`src/design/dq_pkg.sv`:
```
// shared types and codes for the double-ended queue
package dq_pkg;

   localparam int DATA_WIDTH   = 32;
   localparam int MODE_WIDTH   = 3;
   localparam int COUNT_WIDTH  = 5;
   localparam int STATUS_WIDTH = 2;

   localparam logic [MODE_WIDTH-1:0] MODE_PUSH_FRONT = 3'd0;
   localparam logic [MODE_WIDTH-1:0] MODE_PUSH_BACK  = 3'd1;
   localparam logic [MODE_WIDTH-1:0] MODE_POP_FRONT  = 3'd2;
   localparam logic [MODE_WIDTH-1:0] MODE_POP_BACK   = 3'd3;
   localparam logic [MODE_WIDTH-1:0] MODE_QUERY      = 3'd4;

   localparam logic [STATUS_WIDTH-1:0] STATUS_DONE       = 2'd0;
   localparam logic [STATUS_WIDTH-1:0] STATUS_POP_EMPTY  = 2'd1;
   localparam logic [STATUS_WIDTH-1:0] STATUS_PUSH_FULL  = 2'd2;

   typedef enum logic [1:0] {
      ST_IDLE = 2'b01,
      ST_READ = 2'b10
   } state_type;

endpackage

```
`src/design/double_ended_queue_core.sv`:
```
// Bounded double-ended queue held as a ring buffer in a single ram. Each request beat (push
// front, push back, pop front, pop back or query) returns one response beat with the front
// and back entries after the operation, empty/full flags, the entry count and a status. The
// front and back entries are cached in registers, so pushes, queries, rejected operations and
// pops that leave at most one entry need no ram read; a pop that leaves two or more entries
// stalls new requests while the new end entry is fetched through the ram's registered read
// port. A response beat is held until taken; the next request is taken in the same cycle
// that the pending response drains. No initialization pass after reset.
module double_ended_queue_core
   import dq_pkg::*;
#(
   parameter int DEPTH       = 16,
   parameter int ENTRY_WIDTH = 32
) (
   input  logic                    clock,
   input  logic                    reset,
   input  logic                    req_valid,
   output logic                    req_stall,
   input  logic [MODE_WIDTH-1:0]   req_mode,
   input  logic [DATA_WIDTH-1:0]   req_entry_value,
   output logic                    rsp_valid,
   input  logic                    rsp_stall,
   output logic [DATA_WIDTH-1:0]   rsp_front_value,
   output logic [DATA_WIDTH-1:0]   rsp_back_value,
   output logic                    rsp_is_empty,
   output logic                    rsp_is_full,
   output logic [COUNT_WIDTH-1:0]  rsp_entry_count,
   output logic [STATUS_WIDTH-1:0] rsp_status
);

   localparam int IDX_W = $clog2(DEPTH);
   localparam int CNT_W = $clog2(DEPTH + 1);

   state_type               state_ff, state_in;
   logic                    rsp_valid_ff, rsp_valid_in;
   logic [IDX_W-1:0]        front_ff, front_in;
   logic [CNT_W-1:0]        count_ff, count_in;
   logic [ENTRY_WIDTH-1:0]  fval_ff, fval_in;
   logic [ENTRY_WIDTH-1:0]  bval_ff, bval_in;
   logic [STATUS_WIDTH-1:0] status_ff, status_in;
   logic                    pend_front_ff, pend_front_in;

   logic                    accept;
   logic                    out_free;
   logic                    is_empty;
   logic                    is_full;
   logic [ENTRY_WIDTH-1:0]  push_entry;
   logic                    wr_en;
   logic [IDX_W-1:0]        wr_addr;
   logic                    rd_en;
   logic [IDX_W-1:0]        rd_addr;
   logic [ENTRY_WIDTH-1:0]  rd_data;

   function automatic logic [IDX_W-1:0] wrap_slot(logic [IDX_W-1:0] base,
                                                  logic [CNT_W-1:0] off);
      logic [CNT_W:0] s;
      s = (CNT_W+1)'(base) + (CNT_W+1)'(off);
      if (s >= (CNT_W+1)'(DEPTH)) begin
         s = s - (CNT_W+1)'(DEPTH);
      end
      return s[IDX_W-1:0];
   endfunction

   function automatic logic [IDX_W-1:0] slot_dec(logic [IDX_W-1:0] idx);
      return (idx == '0) ? IDX_W'(DEPTH - 1) : idx - IDX_W'(1);
   endfunction

   function automatic logic [IDX_W-1:0] slot_inc(logic [IDX_W-1:0] idx);
      return (idx == IDX_W'(DEPTH - 1)) ? '0 : idx + IDX_W'(1);
   endfunction

   assign is_empty   = (count_ff == '0);
   assign is_full    = (count_ff == CNT_W'(DEPTH));
   assign push_entry = ENTRY_WIDTH'(req_entry_value);

   // response beat is shown straight from the state registers; they only change on accept or on the read fetch
   assign out_free  = !rsp_valid_ff || !rsp_stall;
   assign req_stall = !((state_ff == ST_IDLE) && out_free);
   assign accept    = req_valid && !req_stall;

   always_comb begin
      state_in      = state_ff;
      rsp_valid_in  = rsp_valid_ff && rsp_stall;
      front_in      = front_ff;
      count_in      = count_ff;
      fval_in       = fval_ff;
      bval_in       = bval_ff;
      status_in     = status_ff;
      pend_front_in = pend_front_ff;
      wr_en         = 1'b0;
      wr_addr       = '0;
      rd_en         = 1'b0;
      rd_addr       = '0;

      unique case (state_ff)
         ST_IDLE: begin
            if (accept) begin
               rsp_valid_in = 1'b1;
               status_in    = STATUS_DONE;
               unique case (req_mode)
                  MODE_PUSH_FRONT: begin
                     if (is_full) begin
                        status_in = STATUS_PUSH_FULL;
                     end else begin
                        front_in = slot_dec(front_ff);
                        wr_en    = 1'b1;
                        wr_addr  = slot_dec(front_ff);
                        fval_in  = push_entry;
                        if (is_empty) begin
                           bval_in = push_entry;
                        end
                        count_in = count_ff + CNT_W'(1);
                     end
                  end
                  MODE_PUSH_BACK: begin
                     if (is_full) begin
                        status_in = STATUS_PUSH_FULL;
                     end else begin
                        wr_en   = 1'b1;
                        wr_addr = wrap_slot(front_ff, count_ff);
                        bval_in = push_entry;
                        if (is_empty) begin
                           fval_in = push_entry;
                        end
                        count_in = count_ff + CNT_W'(1);
                     end
                  end
                  MODE_POP_FRONT: begin
                     if (is_empty) begin
                        status_in = STATUS_POP_EMPTY;
                     end else begin
                        front_in = slot_inc(front_ff);
                        count_in = count_ff - CNT_W'(1);
                        if (count_ff == CNT_W'(2)) begin
                           fval_in = bval_ff;
                        end else if (count_ff > CNT_W'(2)) begin
                           // new front lives in the ram, fetch it before responding
                           rd_en         = 1'b1;
                           rd_addr       = slot_inc(front_ff);
                           pend_front_in = 1'b1;
                           state_in      = ST_READ;
                           rsp_valid_in  = 1'b0;
                        end
                     end
                  end
                  MODE_POP_BACK: begin
                     if (is_empty) begin
                        status_in = STATUS_POP_EMPTY;
                     end else begin
                        count_in = count_ff - CNT_W'(1);
                        if (count_ff == CNT_W'(2)) begin
                           bval_in = fval_ff;
                        end else if (count_ff > CNT_W'(2)) begin
                           rd_en         = 1'b1;
                           rd_addr       = wrap_slot(front_ff, count_ff - CNT_W'(2));
                           pend_front_in = 1'b0;
                           state_in      = ST_READ;
                           rsp_valid_in  = 1'b0;
                        end
                     end
                  end
                  default: begin
                     // query and unused codes leave the queue as is
                  end
               endcase
            end
         end
         ST_READ: begin
            if (pend_front_ff) begin
               fval_in = rd_data;
            end else begin
               bval_in = rd_data;
            end
            state_in     = ST_IDLE;
            rsp_valid_in = 1'b1;
         end
         default: begin
            state_in     = ST_IDLE;
            rsp_valid_in = 1'b0;
         end
      endcase
   end

   always_ff @(posedge clock) begin
      if (reset) begin
         state_ff     <= ST_IDLE;
         rsp_valid_ff <= 1'b0;
         front_ff     <= '0;
         count_ff     <= '0;
      end else begin
         state_ff     <= state_in;
         rsp_valid_ff <= rsp_valid_in;
         front_ff     <= front_in;
         count_ff     <= count_in;
      end
   end

   always_ff @(posedge clock) begin
      fval_ff       <= fval_in;
      bval_ff       <= bval_in;
      status_ff     <= status_in;
      pend_front_ff <= pend_front_in;
   end

   dq_ram #(
      .WIDTH (ENTRY_WIDTH),
      .DEPTH (DEPTH)
   ) u_store (
      .clock   (clock),
      .wr_en   (wr_en),
      .wr_addr (wr_addr),
      .wr_data (push_entry),
      .rd_en   (rd_en),
      .rd_addr (rd_addr),
      .rd_data (rd_data)
   );

   assign rsp_valid       = rsp_valid_ff;
   assign rsp_front_value = is_empty ? '0 : DATA_WIDTH'(fval_ff);
   assign rsp_back_value  = is_empty ? '0 : DATA_WIDTH'(bval_ff);
   assign rsp_is_empty    = is_empty;
   assign rsp_is_full     = is_full;
   assign rsp_entry_count = COUNT_WIDTH'(count_ff);
   assign rsp_status      = status_ff;

endmodule

```
`src/design/dq_ram.sv`:
```
// generic single-write, single-read ram with registered read data
module dq_ram #(
   parameter int WIDTH = 32,
   parameter int DEPTH = 16,
   localparam int ADDR_WIDTH = $clog2(DEPTH)
) (
   input  logic                  clock,
   input  logic                  wr_en,
   input  logic [ADDR_WIDTH-1:0] wr_addr,
   input  logic [WIDTH-1:0]      wr_data,
   input  logic                  rd_en,
   input  logic [ADDR_WIDTH-1:0] rd_addr,
   output logic [WIDTH-1:0]      rd_data
);

   logic [WIDTH-1:0] mem_ff [DEPTH];
   logic [WIDTH-1:0] rd_data_ff;

   always_ff @(posedge clock) begin
      if (wr_en) begin
         mem_ff[wr_addr] <= wr_data;
      end
      if (rd_en) begin
         rd_data_ff <= mem_ff[rd_addr];
      end
   end

   assign rd_data = rd_data_ff;

endmodule

```
`config.mk`:
```
export PLATFORM = sky130hd
export DESIGN_NAME = double_ended_queue_core
export DESIGN_NICKNAME = d
export VERILOG_FILES = /design/src/design/dq_pkg.sv /design/src/design/double_ended_queue_core.sv /design/src/design/dq_ram.sv
export SDC_FILE = /design/constraint.sdc
export NUM_CORES = 1
export LEC_CHECK = 0
export BUFFER_PORTS_ARGS = -buffer_cell sky130_fd_sc_hd__buf_4
export CAP_MARGIN = 10
export CORE_MARGIN = 2
export CORE_UTILIZATION = 45
export DETAILED_ROUTE_END_ITERATION = 8
export PLACE_DENSITY = 0.64
export SYNTH_ARGS = -nofsm -noshare
export SYNTH_HDL_FRONTEND = slang
export SYNTH_HIERARCHICAL = 1
export SYNTH_SLANG_ARGS = --single-unit
```
`constraint.sdc`:
```
create_clock -name clock -period 9.62 [get_ports clock]
set_clock_uncertainty 0.1 [all_clocks]
set_input_delay 1.924 -clock clock [delete_from_list [all_inputs] [get_ports clock]]
set_output_delay 1.924 -clock clock [all_outputs]
set_load 0.02 [all_outputs]
```
# Word level (Yosys, flattened, before mapping)
# Memory sizes are Yosys's and may differ from the RTL's. A register that Yosys moved wholly into a read port is not among the register bits.
# Cells that the tools add are included.
dict set report op_classes {
  addsub 9
  n_mul 0
  div_mod_pow 0
  order_cmp 3
  eq_ne 30
  n_shift 0
  n_mux 69
  n_bitwise 3
  n_reduce_logical 24
}
# operator count
set ops {}
lappend ops {{32-bit 2-to-1 mux} 13}
lappend ops {{32-bit case mux with 3 select lines} 2}
lappend ops {{32-bit case mux with 2 select lines} 2}
lappend ops {{4-bit 2-to-1 mux} 18}
lappend ops {{9-bit AND reduction} 3}
lappend ops {{1-bit 2-to-1 mux} 24}
lappend ops {{2-bit inequality test, second input constant} 12}
lappend ops {{3-bit inequality test, second input constant} 8}
lappend ops {{4-bit case mux with 2 select lines} 3}
lappend ops {{5-bit AND reduction} 3}
lappend ops {{4-bit by 5-bit adder with 6-bit output} 2}
lappend ops {{6-bit by 5-bit >= comparator with 1-bit output, second input constant} 2}
lappend ops {{4-bit by 1-bit subtractor with 4-bit output, second input constant} 3}
lappend ops {{5-bit 2-to-1 mux} 2}
lappend ops {{5-bit case mux with 2 select lines} 1}
lappend ops {{4-bit by 1-bit inequality test with 1-bit output, second input constant} 2}
lappend ops {{2-bit nonzero test} 4}
lappend ops {{3-bit by 2-bit equality test with 1-bit output, second input constant} 2}
lappend ops {{2-bit OR reduction} 3}
lappend ops {{5-bit by 1-bit adder with 5-bit output, second input constant} 1}
lappend ops {{5-bit by 2-bit equality test with 1-bit output, second input constant} 1}
lappend ops {{5-bit equality test, second input constant} 1}
lappend ops {{5-bit by 2-bit greater-than comparator with 1-bit output, second input constant} 1}
lappend ops {{5-bit zero test} 1}
lappend ops {{17 further kinds} 24}
dict set report word_totals {
  reg_bits 79
  latch_bits 0
  mem_bits_rw 512
  romBits 0
  in_bits 39
  elab_cells 147
  memories 1
}
# name words width read_ports rd_ports_with_merged_regs write_ports line
set memory_table {}
lappend memory_table {u_store.mem_ff 16 32 1 1 1 dq_ram.sv:16} ;# logic [WIDTH-1:0] mem_ff [DEPTH];

# Logic depth before layout (Yosys ltp)
# Gate-level depths: netlist of the first run.
dict set report depth {
  word_depth 10
  mapped_depth 14
  ltp_nobuf 11
}

# Cells and area by module
# The synthesis of the first run kept the hierarchy.
# mod n_inst cells_each area_per_inst_um2 seq_area_each_um2
set by_module_without_submodules {}
lappend by_module_without_submodules {dq_ram 1 838 20155.6 16335.7}
lappend by_module_without_submodules {double_ended_queue_core 1 568 4880.9 2252.2}

# Worst setup path before layout of the first run
# OpenSTA, ideal clock, no wires.
dict set report synth_path {
  kind {in2reg}
  startpoint {in req_mode[2]}
  endpoint {reg bval_ff[0], enable pin}
  setup_ps 470
  arrival_ps 5529
  t_required_ps 9050
  path_slack_ps 3521
  stages 8
  path_buffers 2
  path_cell_list {buf_2 -> nor2b_1 -> and2_1 -> buf_2 -> clkinv_1 -> o21ai_0 -> a21oi_1 -> a211oi_1}
}
dict set report synth_via {
  elab_chain_cells 3
  elab_cells_between_ends 10
  cone_classes {eq/ne: 8; reduce/logical: 2}
}
# element line
set synth_rtl {}
lappend synth_rtl {{start, declared} double_ended_queue_core.sv:19} ;# input logic [MODE_WIDTH-1:0] req_mode,
lappend synth_rtl {{3-bit by 2-bit equality test with 1-bit output, or another cell as far along} double_ended_queue_core.sv:100} ;# unique case (req_mode)
lappend synth_rtl {{4-bit by 1-bit inequality test with 1-bit output (no source line) / 3-bit inequality test (equally long branches)} -}
lappend synth_rtl {{9-bit AND reduction (no source line) *} -}
lappend synth_rtl {{end signal, assigned} double_ended_queue_core.sv:200} ;# bval_ff <= bval_in;
lappend synth_rtl {{end, declared} double_ended_queue_core.sv:39} ;# logic [ENTRY_WIDTH-1:0] bval_ff, bval_in;
# Every way passes the cells marked *; elsewhere a longest branch is shown, timed or not.
# A chain may end at the register's enable or synchronous reset.

# Worst setup path after layout of the first run
dict set report layout_path {
  startpoint {in req_mode[1]}
  endpoint {reg u_store.rd_data_ff[15] (netlist: u_store/rd_data[15]), read port of u_store.mem_ff (data pin)}
}
dict set report layout_via {
  elab_cells_between_ends 9
  cone_classes {eq/ne: 2; mux: 6; reduce/logical: 1}
}
# element line
set layout_lines {}
lappend layout_lines {{3-bit by 2-bit equality test with 1-bit output} double_ended_queue_core.sv:100}
lappend layout_lines {{4-bit case mux with 2 select lines *} double_ended_queue_core.sv:100}
lappend layout_lines {{4-bit 2-to-1 mux *} double_ended_queue_core.sv:97} ;# if (accept) begin
lappend layout_lines {{4-bit 2-to-1 mux *} double_ended_queue_core.sv:95} ;# unique case (state_ff)
lappend layout_lines {{net rd_addr[2]} double_ended_queue_core.sv:51} ;# logic [IDX_W-1:0] rd_addr;
lappend layout_lines {{end, declared} dq_ram.sv:17} ;# logic [WIDTH-1:0] rd_data_ff;
# The timed path passes the listed nets; every way through them passes the cells marked *.

==> impl_metrics.py, run 1 <==
metrics = {
    "status": {
        "status": "finished, final reports clean",
    },
    "timing": {
        "relSlewSlack": 0.224,
        "worstMarginPinSlew_ps": 1160,
        "finalCriticalPeriod_ps": 5240,
        "fin_crit_sh": 0.544,
        "fmax_mhz": 191,
        "hold_viol": 0,
        "fin_tns_setup_ps": 0,
        "grt_setup_unrepaired": "false",
        "holdWs_ps": 383,
        "drv_slew": 0,
        "setup_viol": 0,
    },
    "drt": {
        "drcViolationCount": 0,
        "drt_iter0_markers": 1360,
        "wl_per_cell_um": 25.4,
        "dr.pass1.iters": 5,
        "maxUsedRoutingLayer": "met5",
        "final_antenna_net_count": 0,
        "drt-met1-wl_um": 24700,
        "via_count": 13599,
        "wirelength_um": 59100,
        "met3_length_um": 4510,
        "wl_met2_um": 28700,
        "viasPerCell": 5.84,
    },
    "place": {
        "routabilityCongestion": 0.759,
        "post-dp-hpwl_um": 31600,
        "post_dp_cell_area_sq_mm": 0.0269,
        "numPortBuffers": 113,
    },
    "synthesis": {
        "syn_avg_cell_area_sq_um": 17.8,
        "yosysWarnings": 6,
        "synth_top_cell_by_area": "edfxtp_1",
        "synth_top_area_share": 0.733,
        "synth_cells": 1406,
        "syn_area_sq_mm": 0.0250,
        "dominantRegCellSynth": "edfxtp_1",
        "synth_edf_count": 611,
        "synth_nets": 1461,
        "synth_cell_types": 46,
        "ys_seq_elements": 623,
        "async_flop_share": 0,
        "synth_area_leaders": "edfxtp_1 (73%), mux4_2 (12%), nand2_1 (2.6%)",
        "seq_area_frac_synth": 0.742,
    },
    "critical_path": {
        "crit_chain": "buf_4, nor2b_1, o31ai_1, or2_2, a211oi_1, and2_1, buf_4, a22oi_1, nand2_1",
        "worst_setup_path_end_kind": "flip-flop",
        "cp_data_required_time_ps": 9970,
        "critPathMaxFanout": 17,
        "max_stage_delay_ps": 1020,
        "cp_top_family": "simple AND/OR/NAND/NOR gates",
        "startpoint_type": "input port",
        "crit_slowest_cell": "and2_1",
        "startpoint": "req_mode[1]",
        "path_buf_inv": 2,
        "cp_common_cell": "buf_4",
        "r2r-start": "rsp_entry_count[1]",
        "criticalPathCategory": "input port to flip-flop",
        "cp.arrival_ps": 5590,
    },
    "floorplan": {
        "ios": 114,
        "start_util": 0.454,
        "die_y_um": 240,
        "die_w_um": 240,
        "coreArea_sq_mm": 0.0551,
        "dieArea_sq_mm": 0.0575,
        "fp-row-count": 86,
    },
    "cts": {
        "clk_latency_ps": 590,
        "cts-root-buf": "clkbuf_16",
        "htree_levels": 3,
        "cts.sinks": 623,
        "cts.repair.resized": 0,
        "post_cts_buffers": 0,
        "path_clk_slew_ps": 60,
        "holdBufCountCts": 0,
        "cts_made_buffers": 66,
        "cts_tree": "built",
        "cts_max_path_buffers": 3,
    },
    "cells_and_area": {
        "drive_gt1_frac": 0.245,
        "nets": 1592,
        "final_cell_area_sq_mm": 0.0289,
        "utilization": 0.524,
        "area.growth.synth_to_final_pct": 15.3,
    },
    "pwr": {
        "report.power.total_w": 0.00570,
        "irDropWorstVdd_mv": 0.128,
        "power_leakage_nw": 9.35,
        "p_per_area_mw_per_mm2": 198,
    },
    "hold_path": {
        "hold_path_startpoint": "state_ff[1]",
        "hold_path.class": "flip-flop to flip-flop",
    },
    "global_routing": {
        "grt_max_degree": 123,
        "overflow": 0,
        "track_usage": 0.210,
        "antenna_found_initial": 3,
        "grt_first_pass_wirelength_um": 88000,
        "grt_pass1_vias": 13623,
    },
    "job": {
        "max_cap_viol_count": 0,
    },
}
==> layout by cell type, fill, tap and decap left out, drive strengths merged, types with 22 or more instances in the layout <==
master	n
clkinv	22
mux4	128
a22oi	64
clkbuf	84
and2	69
edfxtp	611
nor2	59
a31oi	65
buf	148
nand2	173
==> worst paths after layout <==
check	endpoint	slack, ps	cells after the start
max	u_store/rd_data[15]	4380	9
min	state_ff[1]	380	2
max reg2reg	u_store/rd_data[15]	5230	10
min reg2reg	state_ff[1]	380	2
==> cells by family after synthesis <==
group                      synth area share
muxes                                 0.116
xor gates and xnor gates            0.00525
adders and majority gates           0.00890
buffers and inverters                0.0180
DFF                                   0.742
AOI/OAI and AO/OA                    0.0485
and+or+nand+nor                      0.0610
==> sequential cells by signal (all words and copies together), names as in the netlist, 2 cells and up <==
name and flops:
bval_ff 32, front_ff 4, state_ff 2, rsp_status 2, u_store/mem_ff 512, u_store/rd_data 32, rsp_entry_count 5, fval_ff 32
==> tightest hold or removal path: stages (launching register included) <==
cell	delay (ps)
dfxtp_1	310
inv_1	70
a21oi_1	60
==> synth_stat cells, drive strengths merged (2+ instances only) <==
cell and number:
a311oi 2, or3b 2, mux2i 2, o21ai 8
mux4 128, a211oi 7, a22oi 64, edfxtp 611
a21o 4, and2 69, nand2b 5, buf 35
fa 3, nand3b 4, ha 13, nand2 173
o21bai 2, xor2 8, dfxtp 12, a31oi 65
nor2b 3, a221oi 2, inv 18, or4 2
nand3 4, nor2 59, clkbuf 50, nor3 12
o41ai 2, a21oi 20, xnor2 7
==> report_power, final <==
part / switching [W] / total (W) / leakage, nW / internal [W]
sequential: 0.0000157 / 0.00303 / 5.61 / 0.00301
clock: 0.000988 / 0.00233 / 0.941 / 0.00134
combinational: 0.000218 / 0.000349 / 2.81 / 0.000131
total: 0.00122 / 0.00570 / 9.35 / 0.00448
==> metrics by stage <==
step                worst slack [ps]  instances
floorplan                       3520       1406
global placement                3970       2216
detailed placement              3860       2216
CTS                             4380       2325
global route                    4060       2326
finish                          4380       2327
==> layer usage <==
metal / global-route usage / vias up
li1: - / 5851
met1: 0.298 / 7089
met2: 0.337 / 565
met3: 0.0394 / 90
met4: 0.0570 / 4
met5: 0 / -
==> cell type report <==
type	instances	area, sq um
multi-input combinational	679	6180
timing repair buffer	148	1140
inverter	19	72.6
sequential	623	18600
clock inverter	25	179
antenna	1	2.50
fill	4429	26200
tap	748	936
clock buffer	84	1760
(Power assumes the default switching activity.)
==> inputs of run 2 (changes only) <==
clock period = 5.5 ns   (was 9.62 ns; I/O delays follow)
==> impl_metrics.py, run 2 (same netlist as run 1, synthesis figures left out) <==
metrics = {
    "critical_path": {
        "crit_slowest_cell": "nor4_1",
        "cp.arrival_ps": 2930,
        "path_buf_inv": 2,
        "max_stage_delay_ps": 510,
        "rr_endpoint": "u_store/mem_ff[2][25]",
        "crit_chain": "nor4_1, nand2b_2, buf_4, and2_1, buf_4",
        "cp_common_cell": "buf_4",
        "criticalPathCategory": "flip-flop to output port",
        "critPathMaxFanout": 34,
        "rrSetupSlack_ps": 1430,
        "startpoint_type": "flip-flop",
        "cp_top_family": "simple AND/OR/NAND/NOR gates",
        "rr_worst_depth": 9,
        "r2r-start": "rsp_entry_count[0]",
        "cp_data_required_time_ps": 4300,
        "worst_setup_path_end_kind": "output port",
    },
    "place": {
        "numPortBuffers": 113,
        "post-dp-hpwl_um": 33600,
        "post-place-ws_ps": 1270,
        "routabilityCongestion": 0.804,
    },
    "pwr": {
        "power_leakage_nw": 9.34,
        "power.internal_w": 0.00767,
        "irDropWorstVdd_mv": 0.238,
        "comb_power_share": 0.062,
        "sequentialPowerShare": 0.542,
        "p_per_area_mw_per_mm2": 338,
        "p_switching_w": 0.00210,
        "clkPwrFrac": 0.396,
        "p_sw_frac": 0.215,
    },
    "status": {
        "status": "finished, final reports clean",
    },
    "timing": {
        "finalCriticalPeriod_ps": 4130,
        "fin_crit_sh": 0.750,
        "hold_viol": 0,
        "drv_slew": 0,
        "fin_tns_setup_ps": 0,
        "relSlewSlack": 0.162,
        "fmax_mhz": 242,
        "worstMarginPinSlew_ps": 1250,
        "setup_viol": 0,
        "fin_ws_ps": 1370,
        "holdWs_ps": 383,
        "grt_setup_unrepaired": "false",
    },
    "drt": {
        "final_antenna_net_count": 0,
        "wl_per_cell_um": 25.3,
        "dr.pass1.iters": 5,
        "drcViolationCount": 0,
        "drt_iter0_markers": 1174,
        "wirelength_um": 58900,
        "viasPerCell": 5.81,
        "via_count": 13552,
    },
    "cells_and_area": {
        "fillers": 4426,
        "final_common_cell": "edfxtp_1",
        "nets": 1592,
        "largest_register_ffs": 512,
        "layout_common_cells": "edfxtp_1 (611), nand2_1 (173), buf_4 (145)",
        "multi_input_area_sq_mm": 0.00618,
        "largest_register": "u_store/mem_ff",
        "seqCellArea_sq_mm": 0.0186,
        "drive_gt1_frac": 0.244,
        "area.growth.synth_to_final_pct": 15.3,
    },
    "cts": {
        "clk_latency_ps": 610,
        "cts_max_path_buffers": 3,
        "cts.repair.resized": 0,
        "holdBufCountCts": 0,
        "cts_made_buffers": 61,
        "cts_tree": "built",
        "post_cts_buffers": 0,
        "cts-root-buf": "clkbuf_16",
        "cts.sinks": 623,
        "htree_levels": 2,
        "path_clk_slew_ps": 60,
    },
    "floorplan": {
        "dieArea_sq_mm": 0.0575,
        "die_y_um": 240,
        "fp-row-count": 86,
        "start_util": 0.454,
        "coreArea_sq_mm": 0.0551,
        "die_w_um": 240,
        "ios": 114,
    },
    "global_routing": {
        "grt_pass1_vias": 13772,
        "track_usage": 0.208,
        "met1_usage": 0.294,
        "top_usage_layer": "met2",
        "overflow": 0,
        "grt_first_pass_wirelength_um": 87600,
        "use_met3": 0.0388,
        "met2_usage": 0.338,
        "antenna_found_initial": 3,
        "grt_max_degree": 129,
    },
    "hold_path": {
        "hold_path_startpoint": "state_ff[1]",
        "min_path_cells": 2,
        "hold-path-endpoint": "state_ff[1]",
        "hold_path.class": "flip-flop to flip-flop",
    },
    "job": {
        "max_cap_viol_count": 0,
    },
}
## run 2: cell type report
class,count,area share
flip-flops and latches,623,0.644
repair buffers,153,0.0433
diodes,1,0.0000867
clock buffers,82,0.0571
well taps,748,0.0324
multi-input cells,679,0.214
clock inverters,28,0.00620
inverters,19,0.00251
## run 2: per-layer routing
layer | vias up | share of wire
li1 | 5839 | -
met1 | 7056 | 0.42
met2 | 561 | 0.48
met3 | 94 | 0.076
met4 | 2 | 0.019
met5 | - | 0.00019
## run 2: worst max-delay path by stage
stage                  startpoint                     to  slack [ps]  cells past startpoint
2_1_floorplan         req_mode[2]             bval_ff[0]         220                      8
3_3_place_gp            rsp_stall  u_store/mem_ff[3][23]        1360                      9
3_5_place_dp          req_mode[1]     u_store/rd_data[8]        1270                     12
4_1_cts        rsp_entry_count[1]    rsp_front_value[17]        1320                      5
5_1_grt        rsp_entry_count[1]     rsp_back_value[13]        1070                      5
6_report       rsp_entry_count[1]    rsp_front_value[17]        1370                      5
## run 2: power by group through the flow
| stage | Sequential [W] | Combinational, W | Clock (W) |
|---|---|---|---|
| floorplan | 0.00539 | 0.000328 | 0 |
| global placement | 0.00539 | 0.000602 | 0 |
| detailed placement | 0.00539 | 0.000613 | 0 |
| CTS | 0.00529 | 0.000614 | 0.00394 |
| global route | 0.00530 | 0.000660 | 0.00410 |
| finish | 0.00529 | 0.000608 | 0.00386 |
## run 2: per-stage QoR
stage | total power (W) | utilization | cells | area [sq um]
CTS | 0.00984 | 0.524 | 2332 | 28900
finish | 0.00976 | 0.524 | 2333 | 28900
global route | 0.0101 | 0.524 | 2333 | 28900
floorplan | 0.00572 | - | 1406 | 25000
detailed placement | 0.00601 | 0.491 | 2222 | 27000
global placement | 0.00599 | 0.491 | 2222 | 27000
## run 2: worst register-to-register path, stage by stage (launching register included)
cell and delay [ps]:
dfxtp_1 570, ha_1 300, inv_1 90, fa_1 490
inv_1 40, mux2i_1 290, and2_1 360, nand2b_1 320
nor2_4 640, buf_4 500
==> inputs of run 3 (changes only) <==
clock period = 3.9 ns   (was 5.5 ns; I/O delays follow)
==> impl_metrics.py, run 3 (same netlist as run 1, synthesis figures left out) <==
metrics = {
    "timing": {
        "setup_viol": 0,
        "grt_setup_unrepaired": "false",
        "finalCriticalPeriod_ps": 3630,
        "relSlewSlack": 0.379,
        "worstMarginPinSlew_ps": 931,
        "drv_slew": 0,
        "fin_crit_sh": 0.930,
        "fmax_mhz": 276,
        "hold_viol": 0,
        "holdWs_ps": 329,
        "fin_tns_setup_ps": 0,
    },
    "cells_and_area": {
        "layout_common_cells": "edfxtp_1 (611), nand2_1 (173), buf_4 (143)",
        "nets": 1608,
        "largest_register_ffs": 512,
        "final_common_cell": "edfxtp_1",
        "largest_register": "u_store/mem_ff",
        "fin_cells": 2352,
        "area.growth.synth_to_final_pct": 17.5,
        "antennaDiodeCount": 0,
        "drive_gt1_frac": 0.261,
        "final_cell_area_sq_mm": 0.0294,
    },
    "drt": {
        "viasPerCell": 5.73,
        "final_antenna_net_count": 0,
        "wirelength_um": 59000,
        "dr.pass1.iters": 5,
        "drt_iter0_markers": 1324,
        "drcViolationCount": 0,
        "wl_per_cell_um": 25.1,
        "via_count": 13485,
    },
    "floorplan": {
        "ios": 114,
        "die_w_um": 240,
        "fp-row-count": 86,
        "start_util": 0.454,
        "dieArea_sq_mm": 0.0575,
        "coreArea_sq_mm": 0.0551,
        "die_y_um": 240,
    },
    "cts": {
        "holdBufCountCts": 0,
        "cts.repair.resized": 0,
        "cts-root-buf": "clkbuf_16",
        "cts_made_buffers": 61,
        "cts_max_path_buffers": 3,
        "clk_latency_ps": 620,
        "cts_tree": "built",
        "htree_levels": 2,
        "path_clk_slew_ps": 60,
        "cts.sinks": 623,
        "post_cts_buffers": 0,
    },
    "critical_path": {
        "criticalPathCategory": "flip-flop to output port",
        "critPathMaxFanout": 42,
        "worst_setup_path_end_kind": "output port",
        "startpoint_type": "flip-flop",
        "cp.arrival_ps": 2750,
        "cp_data_required_time_ps": 3020,
    },
    "place": {
        "dp_cells": 2238,
        "numPortBuffers": 113,
        "post_dp_cell_area_sq_mm": 0.0274,
        "routabilityCongestion": 0.754,
        "post-dp-hpwl_um": 31600,
    },
    "hold_path": {
        "hold_path.class": "input port to flip-flop",
    },
    "global_routing": {
        "overflow": 0,
        "met2_usage": 0.345,
        "met1_usage": 0.291,
        "antenna_found_initial": 3,
        "track_usage": 0.208,
        "use_met3": 0.0325,
        "grt_first_pass_wirelength_um": 87600,
        "grt_max_degree": 54,
        "top_usage_layer": "met2",
        "grt_pass1_vias": 13739,
    },
    "job": {
        "max_cap_viol_count": 0,
    },
    "pwr": {
        "clkPwrFrac": 0.416,
        "power_leakage_nw": 9.55,
        "comb_power_share": 0.061,
        "report.power.total_w": 0.0142,
        "irDropWorstVdd_mv": 0.354,
        "p_switching_w": 0.00303,
        "power.internal_w": 0.0112,
        "p_sw_frac": 0.213,
        "p_per_area_mw_per_mm2": 484,
        "sequentialPowerShare": 0.523,
    },
    "status": {
        "status": "finished, final reports clean",
    },
}
run 3: stage by stage:
stage                      util  setup slack (ps)
after floorplan               -             -63.3
after global placement    0.497               405
after detailed placement  0.497               357
after CTS                 0.534               185
after global routing      0.534              17.5
final                     0.534               274
run 3: final timing paths:
check | start | end | slack (ps) | cells past startpoint
setup / recovery | rsp_entry_count[1] | rsp_back_value[20] | 270 | 5
hold reg to reg | state_ff[1] | state_ff[1] | 400 | 2
setup reg to reg | rsp_entry_count[1] | u_store/rd_data[18] | 390 | 11
hold / removal | reset | rsp_entry_count[4] | 330 | 2
run 3: metal layers:
metal,vias up,wire [um]
li1,5867,-
met1,7013,24800
met2,525,29100
met3,78,4100
met4,2,1050
met5,-,16
run 3: layout make-up:
cell class              instances  area, sq um
repair buffers                169         1590
clock inverters                42          405
multi-input cells             679         6210
inverters                      19         72.6
flip-flops and latches        623        18600
fillers                      4348        25700
clock buffers                  72         1610
well taps                     748          936
run 3: critical path, cell delays in order, from the launching register on:
cell and delay [ps]:
dfxtp_1 410, nor4_1 510, nand2b_2 380, buf_4 390
and2_1 240, buf_4 150
run 3: power groups by stage:
stage / clock [W] / combinational, W / sequential [W]
detailed placement: 0 / 0.000881 / 0.00760
global placement: 0 / 0.000863 / 0.00760
global route: 0.00627 / 0.000948 / 0.00746
floorplan: 0 / 0.000465 / 0.00760
CTS: 0.00603 / 0.000884 / 0.00746
finish: 0.00592 / 0.000870 / 0.00746
